**config.mk**
```make
export PLATFORM = sky130hd
export DESIGN_NAME = icaf_tilt
export DESIGN_NICKNAME = d
export VERILOG_FILES = /design/src/rtl/core/icaf_pkg.sv /design/src/rtl/core/icaf_tilt.sv
export SDC_FILE = /design/constraint.sdc
export NUM_CORES = 2
export LEC_CHECK = 0
export BUFFER_PORTS_ARGS = -buffer_cell sky130_fd_sc_hd__buf_2
export CAP_MARGIN = 15
export CORE_ASPECT_RATIO = 1.2
export CORE_MARGIN = 4
export CORE_UTILIZATION = 35
export CTS_BUF_LIST = sky130_fd_sc_hd__clkbuf_8
export CTS_CLUSTER_DIAMETER = 120
export DETAILED_ROUTE_END_ITERATION = 16
export PLACE_DENSITY = 0.51
export SLEW_MARGIN = 20
export SYNTH_ARGS = -nofsm -noshare
export SYNTH_HDL_FRONTEND = slang
export SYNTH_SLANG_ARGS = --single-unit
```
**constraint.sdc**
```tcl
create_clock -name clk_i -period 19.6 [get_ports clk_i]
set_input_delay 0.98 -clock clk_i [delete_from_list [all_inputs] [get_ports clk_i]]
set_output_delay 0.98 -clock clk_i [all_outputs]
set_load 0.1 [all_outputs]
```
**src/rtl/core/icaf_pkg.sv**
```systemverilog
`timescale 1ns / 1ps
// ----------------------------------------------------------------------------
// icaf_pkg
// Shared constants and helpers for the attitude filter core.
// ----------------------------------------------------------------------------
package icaf_pkg;

  localparam int unsigned AngleWidthDef  = 24;
  localparam int unsigned SampleWidthDef = 16;
  localparam int unsigned TiltWidth      = 16;
  localparam int unsigned TickWidth      = 16;
  localparam int unsigned CordicSteps    = 18;
  localparam int unsigned CordicShift    = 16;
  localparam int unsigned TiltLimit      = 23040;
  localparam int unsigned StepDivisor    = 125000;
  localparam int unsigned CfgAddrWidth   = 4;

  localparam logic [CfgAddrWidth-1:0] RegBlendWeight    = 4'h0;
  localparam logic [CfgAddrWidth-1:0] RegResyncInterval = 4'h4;
  localparam logic [CfgAddrWidth-1:0] RegTimerPeriod    = 4'h8;

  localparam logic [8:0]  BlendWeightRst    = 9'd251;
  localparam logic [15:0] ResyncIntervalRst = 16'd1000;
  localparam logic [15:0] TimerPeriodRst    = 16'd50000;

  // atan(2^-i) in 1/65536 degree
  function automatic logic [22:0] atan_lut(input logic [4:0] idx);
    logic [22:0] v;
    case (idx)
      5'd0:  v = 23'd2949120;
      5'd1:  v = 23'd1740967;
      5'd2:  v = 23'd919879;
      5'd3:  v = 23'd466945;
      5'd4:  v = 23'd234379;
      5'd5:  v = 23'd117304;
      5'd6:  v = 23'd58666;
      5'd7:  v = 23'd29335;
      5'd8:  v = 23'd14668;
      5'd9:  v = 23'd7334;
      5'd10: v = 23'd3667;
      5'd11: v = 23'd1833;
      5'd12: v = 23'd917;
      5'd13: v = 23'd458;
      5'd14: v = 23'd229;
      5'd15: v = 23'd115;
      5'd16: v = 23'd57;
      5'd17: v = 23'd29;
      default: v = '0;
    endcase
    return v;
  endfunction

endpackage

```
**src/rtl/core/icaf_tilt.sv**
```systemverilog
`timescale 1ns / 1ps
// ----------------------------------------------------------------------------
// icaf_tilt
// Accelerometer tilt: bit-serial integer square root, then a CORDIC
// vectoring pass with one micro-rotation per cycle.
// ----------------------------------------------------------------------------
module icaf_tilt #(
  parameter int unsigned SampleWidth = icaf_pkg::SampleWidthDef
) (
  input  logic                          clk_i,
  input  logic                          rst_ni,
  input  logic                          start_i,
  input  logic signed [SampleWidth-1:0] a_i,
  input  logic signed [SampleWidth-1:0] b_i,
  input  logic signed [SampleWidth-1:0] c_i,
  output logic                          done_o,
  output logic signed [icaf_pkg::TiltWidth-1:0] tilt_o
);
  import icaf_pkg::*;

  localparam int unsigned SqW   = 2 * SampleWidth + 1;
  localparam int unsigned RootW = SampleWidth + 1;
  localparam int unsigned SqSteps = (SqW + 1) / 2;
  localparam int unsigned VecW  = RootW + CordicShift + 3;
  localparam int unsigned ZW    = 26;
  localparam int unsigned CntW  = 6;

  localparam logic [1:0] StIdle = 2'd0;
  localparam logic [1:0] StSqrt = 2'd1;
  localparam logic [1:0] StRot  = 2'd2;
  localparam logic [1:0] StDone = 2'd3;

  logic [1:0]              state_q, state_d;
  logic [CntW-1:0]         cnt_q, cnt_d;
  logic                    neg_q, neg_d, zero_q, zero_d;
  logic [2*SqSteps-1:0]    rad_q, rad_d;
  logic [RootW+1:0]        rem_q, rem_d;
  logic [RootW-1:0]        root_q, root_d;
  logic [SampleWidth-1:0]  mag_q, mag_d;
  logic signed [VecW-1:0]  x_q, x_d, y_q, y_d;
  logic signed [ZW-1:0]    z_q, z_d;
  logic signed [TiltWidth-1:0] tilt_q, tilt_d;

  logic signed [2*SampleWidth-1:0] bb, cc;
  logic [RootW+1:0]        trial, remsh;
  logic signed [VecW-1:0]  xs, ys;
  logic signed [ZW-1:0]    at;
  logic [ZW-1:0]           zmag;
  logic [ZW-1:0]           tmag;

  always_comb begin
    bb = b_i * b_i;
    cc = c_i * c_i;
    remsh = {rem_q[RootW-1:0], rad_q[2*SqSteps-1 -: 2]};
    trial = {root_q, 2'b01};
    xs = x_q >>> cnt_q[4:0];
    ys = y_q >>> cnt_q[4:0];
    at = ZW'(signed'({1'b0, atan_lut(cnt_q[4:0])}));
    zmag = z_q[ZW-1] ? ZW'(-z_q) : ZW'(z_q);
    tmag = (zmag + ZW'(128)) >> 8;
  end

  always_comb begin
    state_d = state_q;
    cnt_d   = cnt_q;
    neg_d   = neg_q;
    zero_d  = zero_q;
    rad_d   = rad_q;
    rem_d   = rem_q;
    root_d  = root_q;
    mag_d   = mag_q;
    x_d     = x_q;
    y_d     = y_q;
    z_d     = z_q;
    tilt_d  = tilt_q;
    case (state_q)
      StIdle: begin
        if (start_i) begin
          rad_d   = (2*SqSteps)'(unsigned'(bb)) + (2*SqSteps)'(unsigned'(cc));
          rem_d   = '0;
          root_d  = '0;
          neg_d   = a_i[SampleWidth-1];
          zero_d  = (a_i == '0);
          mag_d   = a_i[SampleWidth-1] ? SampleWidth'(-a_i) : SampleWidth'(a_i);
          cnt_d   = '0;
          state_d = StSqrt;
        end
      end
      StSqrt: begin
        rad_d = rad_q << 2;
        if (remsh >= trial) begin
          rem_d  = remsh - trial;
          root_d = {root_q[RootW-2:0], 1'b1};
        end else begin
          rem_d  = remsh;
          root_d = {root_q[RootW-2:0], 1'b0};
        end
        if (cnt_q == CntW'(SqSteps - 1)) begin
          cnt_d   = '0;
          state_d = StRot;
          x_d = VecW'({root_d, {CordicShift{1'b0}}});
          y_d = VecW'({mag_q, {CordicShift{1'b0}}});
          z_d = '0;
        end else begin
          cnt_d = cnt_q + 1'b1;
        end
      end
      StRot: begin
        if (!y_q[VecW-1]) begin
          x_d = x_q + ys; y_d = y_q - xs; z_d = z_q + at;
        end else begin
          x_d = x_q - ys; y_d = y_q + xs; z_d = z_q - at;
        end
        if (cnt_q == CntW'(CordicSteps - 1)) begin
          state_d = StDone;
        end else begin
          cnt_d = cnt_q + 1'b1;
        end
      end
      StDone: begin
        if (zero_q) begin
          tilt_d = '0;
        end else begin
          if (tmag > ZW'(TiltLimit)) begin
            tilt_d = TiltWidth'(TiltLimit);
          end else begin
            tilt_d = TiltWidth'(tmag);
          end
          if (z_q[ZW-1]) begin
            tilt_d = -tilt_d;
          end
          if (!neg_q) begin
            tilt_d = -tilt_d;
          end
        end
        state_d = StIdle;
      end
      default: state_d = StIdle;
    endcase
  end

  always_ff @(posedge clk_i or negedge rst_ni) begin
    if (!rst_ni) begin
      state_q <= StIdle;
      cnt_q   <= '0;
    end else begin
      state_q <= state_d;
      cnt_q   <= cnt_d;
    end
  end

  always_ff @(posedge clk_i) begin
    neg_q  <= neg_d;
    zero_q <= zero_d;
    rad_q  <= rad_d;
    rem_q  <= rem_d;
    root_q <= root_d;
    mag_q  <= mag_d;
    x_q    <= x_d;
    y_q    <= y_d;
    z_q    <= z_d;
    tilt_q <= tilt_d;
  end

  assign done_o = (state_q == StDone);
  assign tilt_o = tilt_d;

`ifndef SYNTHESIS
  a_start_idle: assert property (@(posedge clk_i) disable iff (!rst_ni)
    start_i |-> state_q == StIdle) else $error("tilt start while busy");
  a_done_pulse: assert property (@(posedge clk_i) disable iff (!rst_ni)
    done_o |=> !done_o) else $error("tilt done held");
  a_rot_len: assert property (@(posedge clk_i) disable iff (!rst_ni)
    state_q == StRot |-> cnt_q < CntW'(CordicSteps)) else $error("cordic overrun");
`endif

endmodule
```
# Word-level counts from Yosys, hierarchy flattened
# Memory sizes are Yosys's and may differ from the RTL's.
# Cells that the tools add are included.
[word_totals] regBits=208 mem_count=1 inputBits=51 romBits=704 word_cells=89
[op_classes] reduce_logical=10 multipliers=2 n_eq_ne=9 mux=36 n_lt_le_gt_ge=2 addsub=14 shifts=2
[mem_list] name="(no name shown)" words=32 word_bits=22 rd=1 rd_ports_with_merged_regs=0 write_ports=0 line_no="icaf_pkg.sv:29" rtl="case (idx)"
[ops] operator="16-bit two-way mux" count=9
[ops] operator="36-bit two-way mux" count=4
[ops] operator="36-bit one-hot mux with 2 select lines" count=2
[ops] operator="26-bit two-way mux" count=3
[ops] operator="36-bit adder" count=2
[ops] operator="36-bit by 5-bit >>> shifter with 36-bit output" count=2
[ops] operator="36-bit subtractor" count=2
[ops] operator="17-bit one-hot mux with 2 select lines" count=2
[ops] operator="34-bit one-hot mux with 2 select lines" count=1
[ops] operator="16-bit by 16-bit multiplier with 32-bit output" count=2
[ops] operator="26-bit one-hot mux with 2 select lines" count=1
[ops] operator="17-bit two-way mux" count=3
[ops] operator="16-bit negator" count=3
[ops] operator="34-bit two-way mux" count=1
[ops] operator="32-bit by 32-bit adder with 33-bit output" count=1
[ops] operator="26-bit by 24-bit adder with 26-bit output" count=1
[ops] operator="26-bit by 8-bit adder with 26-bit output, second input constant" count=1
[ops] operator="26-bit negator" count=1
[ops] operator="26-bit by 24-bit subtractor with 26-bit output" count=1
[ops] operator="19-bit >= comparator" count=1
[ops] operator="18-bit by 15-bit > comparator with 1-bit output, second input constant" count=1
[ops] operator="6-bit two-way mux" count=3
[ops] operator="6-bit one-hot mux with 3 select lines" count=1
[ops] operator="17-bit subtractor" count=1
[ops] operator="other kinds (15)" count=26

# Longest topological paths before layout
[depth] depth_word=15 ltp_mapped=36 depth_no_buf=34

# Least setup slack after synthesis
# OpenSTA, ideal clock, no wires.
[synth_timing] path_type="reg2out" from="reg z_q[25]" to="out tilt_o[13] in the netlist's numbering" arrival_time_ns=8.067 path_slack_ns=10.553 path_buffers=6 stages_incl_launch_ff=30 path_cell_list="edfxtp_1 > clkbuf_1 > clkbuf_1 > buf_1 > clkbuf_1 > buf_1 > o21ai_0 > xnor2_1 > ha_1 > nand2_1 > or4_1 > nand3_1 > a41oi_1 > a211oi_4 > xnor2_1 > o31ai_2 > a21oi_2 > buf_4 > nand2_1 > ha_1 > nor4b_1 > o2111ai_1 > nor4_2 > a311oi_1 > a41oi_1 > o22a_1 > and2_1 > a41oi_1 > xnor2_1 > o22ai_1"
[synth_between] elab_chain_cells=15
[synth_rtl] element="start, declared" line_no="icaf_tilt.sv:41" rtl="logic signed [ZW-1:0] z_q, z_d;"
[synth_rtl] element="start signal, assigned" line_no="icaf_tilt.sv:161" rtl="z_q <= z_d;"
[synth_rtl] element="26-bit negator" line_no="icaf_tilt.sv:59" rtl="zmag = z_q[ZW-1] ? ZW'(-z_q) : ZW'(z_q);"
[synth_rtl] element="26-bit two-way mux" line_no="icaf_tilt.sv:59"
[synth_rtl] element="26-bit by 8-bit adder with 26-bit output" line_no="icaf_tilt.sv:60" rtl="tmag = (zmag + ZW'(128)) >> 8;"
[synth_rtl] element="18-bit by 15-bit > comparator with 1-bit output" line_no="icaf_tilt.sv:124" rtl="if (tmag > ZW'(TiltLimit)) begin"
[synth_rtl] element="16-bit two-way mux" line_no="icaf_tilt.sv:124"
[synth_rtl] element="16-bit two-way mux" line_no="icaf_tilt.sv:121" rtl="if (zero_q) begin"
[synth_rtl] element="16-bit two-way mux" line_no="icaf_tilt.sv:76" rtl="case (state_q)"
[synth_rtl] element="16-bit negator" line_no="icaf_tilt.sv:130" rtl="tilt_d = -tilt_d;"
[synth_rtl] element="16-bit two-way mux (*)" line_no="icaf_tilt.sv:129" rtl="if (z_q[ZW-1]) begin"
[synth_rtl] element="16-bit two-way mux (*)" line_no="icaf_tilt.sv:121"
[synth_rtl] element="16-bit two-way mux (*)" line_no="icaf_tilt.sv:76"
[synth_rtl] element="16-bit negator" line_no="icaf_tilt.sv:133" rtl="tilt_d = -tilt_d;"
[synth_rtl] element="16-bit two-way mux (*)" line_no="icaf_tilt.sv:132" rtl="if (!neg_q) begin"
[synth_rtl] element="16-bit two-way mux (*)" line_no="icaf_tilt.sv:121"
[synth_rtl] element="16-bit two-way mux (*)" line_no="icaf_tilt.sv:76"
[synth_rtl] element="end, declared" line_no="icaf_tilt.sv:17" rtl="output logic signed [icaf_pkg::TiltWidth-1:0] tilt_o"
# Mark *: on every way between the ends. The rest lies on a longest branch, timed or not. The select of a mux whose other input is x is not followed.

# Final worst setup path
[layout_timing] from="reg z_q[5]" to="out tilt_o[14] in the netlist's numbering"
[layout_between] elab_chain_cells=15
[layout_rtl] element="26-bit negator" line_no="icaf_tilt.sv:59"
[layout_rtl] element="26-bit two-way mux (*)" line_no="icaf_tilt.sv:59"
[layout_rtl] element="26-bit by 8-bit adder with 26-bit output (*)" line_no="icaf_tilt.sv:60"
[layout_rtl] element="18-bit by 15-bit > comparator with 1-bit output" line_no="icaf_tilt.sv:124"
[layout_rtl] element="16-bit two-way mux (*)" line_no="icaf_tilt.sv:124"
[layout_rtl] element="16-bit two-way mux (*)" line_no="icaf_tilt.sv:121"
[layout_rtl] element="16-bit two-way mux (*)" line_no="icaf_tilt.sv:76"
[layout_rtl] element="16-bit negator" line_no="icaf_tilt.sv:130"
[layout_rtl] element="16-bit two-way mux (*)" line_no="icaf_tilt.sv:129"
[layout_rtl] element="16-bit two-way mux (*)" line_no="icaf_tilt.sv:121"
[layout_rtl] element="16-bit two-way mux (*)" line_no="icaf_tilt.sv:76"
[layout_rtl] element="16-bit negator" line_no="icaf_tilt.sv:133"
[layout_rtl] element="16-bit two-way mux (*)" line_no="icaf_tilt.sv:132"
[layout_rtl] element="16-bit two-way mux (*)" line_no="icaf_tilt.sv:121"
[layout_rtl] element="16-bit two-way mux (*)" line_no="icaf_tilt.sv:76"
# Marked as above.

==> impl_metrics.yaml <==
place:
  dpl_worst_slack_ns: 10.08
  globalplace.congestion: 0.8864
  port_buffers: 67
  dp_hpwl_mm: 88.87
  dpl_cell_area_um2: 42970
clock_tree:
  clk_pin_slew_ns: 0.06
  post_cts_buffers: 0
  numCtsBuffers: 44
  cts_sinks: 208
  postCtsResizedCells: 0
  h-tree-depth: 2
  cts_buffer_depth: 3
  cts_root_buf: "clkbuf_8"
  clock_latency_ns: 0.63
  cts_tree: "yes"
  hold_buffers: 0
sta:
  fin_setup_tns_ns: 0
  tightestPinTransition_ns: 1.142
  clock.fmax_ghz: 0.1036
  worst_slack_ns: 9.952
  slew_headroom_pct: 23.28
  rsz0062_at_grt: "no"
  finalSetupViolations: 0
  fin_crit_sh_pct: 49.23
  period_minus_slack_ns: 9.648
  final.setup_skew_ns: 0.03268
  slew_viol_final: 0
  hold_violations: 0
synthesis:
  ys_async_sr_fraction_pct: 3.846
  synthMuxAreaShare_pct: 8.750
  yosysMostFrequentCell: "inv_1"
  ys.flop_type: "edfxtp_1"
  synth_seq_cells: 208
  synth_common_cells: "inv_1, fa_1, nand2_1, ha_1, nor2_1"
  yosys.area.top_type: "fa_1"
  synth_top_family_by_area: "adder cells"
  syn_area_um2: 41220
  synthAdderAreaFrac_pct: 33.58
  yosysTopAreaCellShare_pct: 23.41
  synth_nets: 5458
  ys_seq_area_share_pct: 14.67
  yosysWarnings: 0
  synth_compound_area_share_pct: 13.16
  synthTopCellsByArea: "fa_1, edfxtp_1, ha_1, inv_1, mux4_2"
  synthCells: 4590
  avgSynthCellArea_um2: 8.981
  synthXorXnorAreaFrac_pct: 6.699
  synth_simple_gate_area_share_pct: 14.17
  synth_cell_types: 104
  synth-edff-count: 184
grt:
  use_met2_pct: 35.05
  grt_pass1_wl_mm: 180.2
  grtUsageMet1_pct: 21.41
  gr-max-usage-layer: "met2"
  antenna_found_initial: 8
  grt_pass1_vias: 33350
  grt_util_met3_pct: 1.739
  grt_start_max_net_pins: 76
  grt_usage_pct: 18.21
  grt.overflow.total: 0
critical_path:
  required_ns: 18.62
  path_class: "reg2out"
  cp-startpoint: "z_q[5]"
  crit_fanout: 14
  crit_path_end_kind: "output pin"
  start_kind: "flop"
  arrival_ns: 8.67
  r2r_start: "cnt_q[0]"
floorplanning:
  num_rows: 137
  design.core.area_um2: 116600
  initial_utilization_pct: 35.37
  die_height_um: 384.0
  ios: 68
  die_w_um: 321.3
  die_area_um2: 123400
detailed_routing:
  dr.pass1.iters: 8
  vias: 31700
  wl_per_cell_um: 18.08
  drtIter0Drc: 1818
  drc: 0
  drt_wl_total_mm: 110.5
  viasPerCell: 5.186
  ant_nets: 0
cells_and_area:
  final_util_pct: 37.61
  drive_above_1_share_pct: 8.273
  area_delta_synth_final_pct: 6.337
  final_cell_area_um2: 43840
  final_nets: 5415
  seq_area_um2: 6057
  fill_cells: 11970
  multi_input_area_um2: 31500
min_path:
  min_path_type: "in2async"
job:
  maxCapViolations: 0
outcome:
  status: "complete, no violations"
cell usage in the layout (no fill, tap or decap), types with 15 or more instances in the layout:
master	n
a31oi_1	54
o22ai_1	31
mux4_2	103
inv_1	805
or3_1	21
nand2b_1	43
o21a_1	49
a21oi_1	207
xor2_1	125
fa_1	482
ha_1	333
nor3_1	71
clkbuf_8	49
and2_1	128
o211ai_1	15
mux2_2	49
nor2_1	326
or2_2	23
buf_4	21
and3_1	25
a211oi_1	29
edfxtp_1	184
mux2i_1	72
o31ai_1	21
buf_2	67
o21bai_1	21
a21boi_0	20
a21o_1	63
nor2b_1	37
nand2_1	398
nor4_1	18
dfxtp_1	16
o21ai_0	178
nand3_1	69
nand4_1	17
xnor2_1	185
worst max-delay path, cell delays in order, from the launching register on:
cell	delay [ns]
edfxtp_1	0.42
nor4_1	0.84
nand2_1	0.23
o21ai_0	0.29
xnor2_1	0.16
ha_1	0.31
nand2_1	0.07
or4_1	0.46
nand3_1	0.22
a41oi_1	0.21
a211oi_4	0.31
xnor2_1	0.22
o31ai_2	0.48
a21oi_2	0.28
nand2_1	0.23
ha_1	0.30
nor4b_1	0.25
o2111ai_1	0.29
nor4_2	0.53
a311oi_1	0.17
a41oi_1	0.24
o22ai_1	0.17
or4_1	0.51
mux2_4	0.27
o2111ai_2	0.10
buf_2	0.47
path summary, 6_finish.rpt:
kind,endpoint,slack (ns),cells past startpoint
worst max-delay path,tilt_o[14],9.95,25
worst min-delay path,state_q[0],0.23,1
worst max register to register,x_q[34],11.43,23
worst min register to register,tilt_q[7],0.46,2
max in group asynchronous,cnt_q[0],19.12,1
min in group clk_i,tilt_q[7],0.46,2
layout make-up:
type                    count  area share [%]
flip-flops and latches    208           13.82
well taps                1529           4.364
diodes                      3         0.01713
clock buffers              49           1.538
multi-input cells        3405           71.86
inverters                 800           6.850
clock inverters            31          0.4281
repair buffers             88           1.125
layer usage:
metal | wire length [um] | share of wire [%] | vias to the layer above
li1 | - | - | 15320
met1 | 43960 | 40 | 15660
met2 | 59600 | 54 | 550
met3 | 3878 | 3.5 | 171
met4 | 3061 | 2.8 | 2
met5 | 13 | 0.012 | -
metrics by stage:
step                cells  hold WS [ns]
floorplan            4590        0.4469
global placement     6030        0.4515
detailed placement   6030        0.4579
CTS                  6110        0.1949
global route         6111        0.2105
finish               6113        0.2315
registers in the layout, summed over array words and instances (netlist names), 16 cells and up:
name    flops
root_q     17
y_q        36
tilt_q     16
rem_q      17
x_q        36
mag_q      16
z_q        26
rad_q      34
kinds of logic (layout without fill, tap and decap cells):
| logic type | after synthesis | after routing |
|---|---|---|
| buf+inv | 977 | 968 |
| compound gates | 824 | 824 |
| simple gates | 1227 | 1227 |
| mux | 225 | 225 |
| other cells | 0 | 3 |
| flops | 208 | 208 |
| xor+xnor | 312 | 312 |
| fa+ha+maj | 817 | 817 |
Power is left out: the tool's default activity adds up to more than one toggle a clock period on the data nets, which glitch-free logic cannot reach.
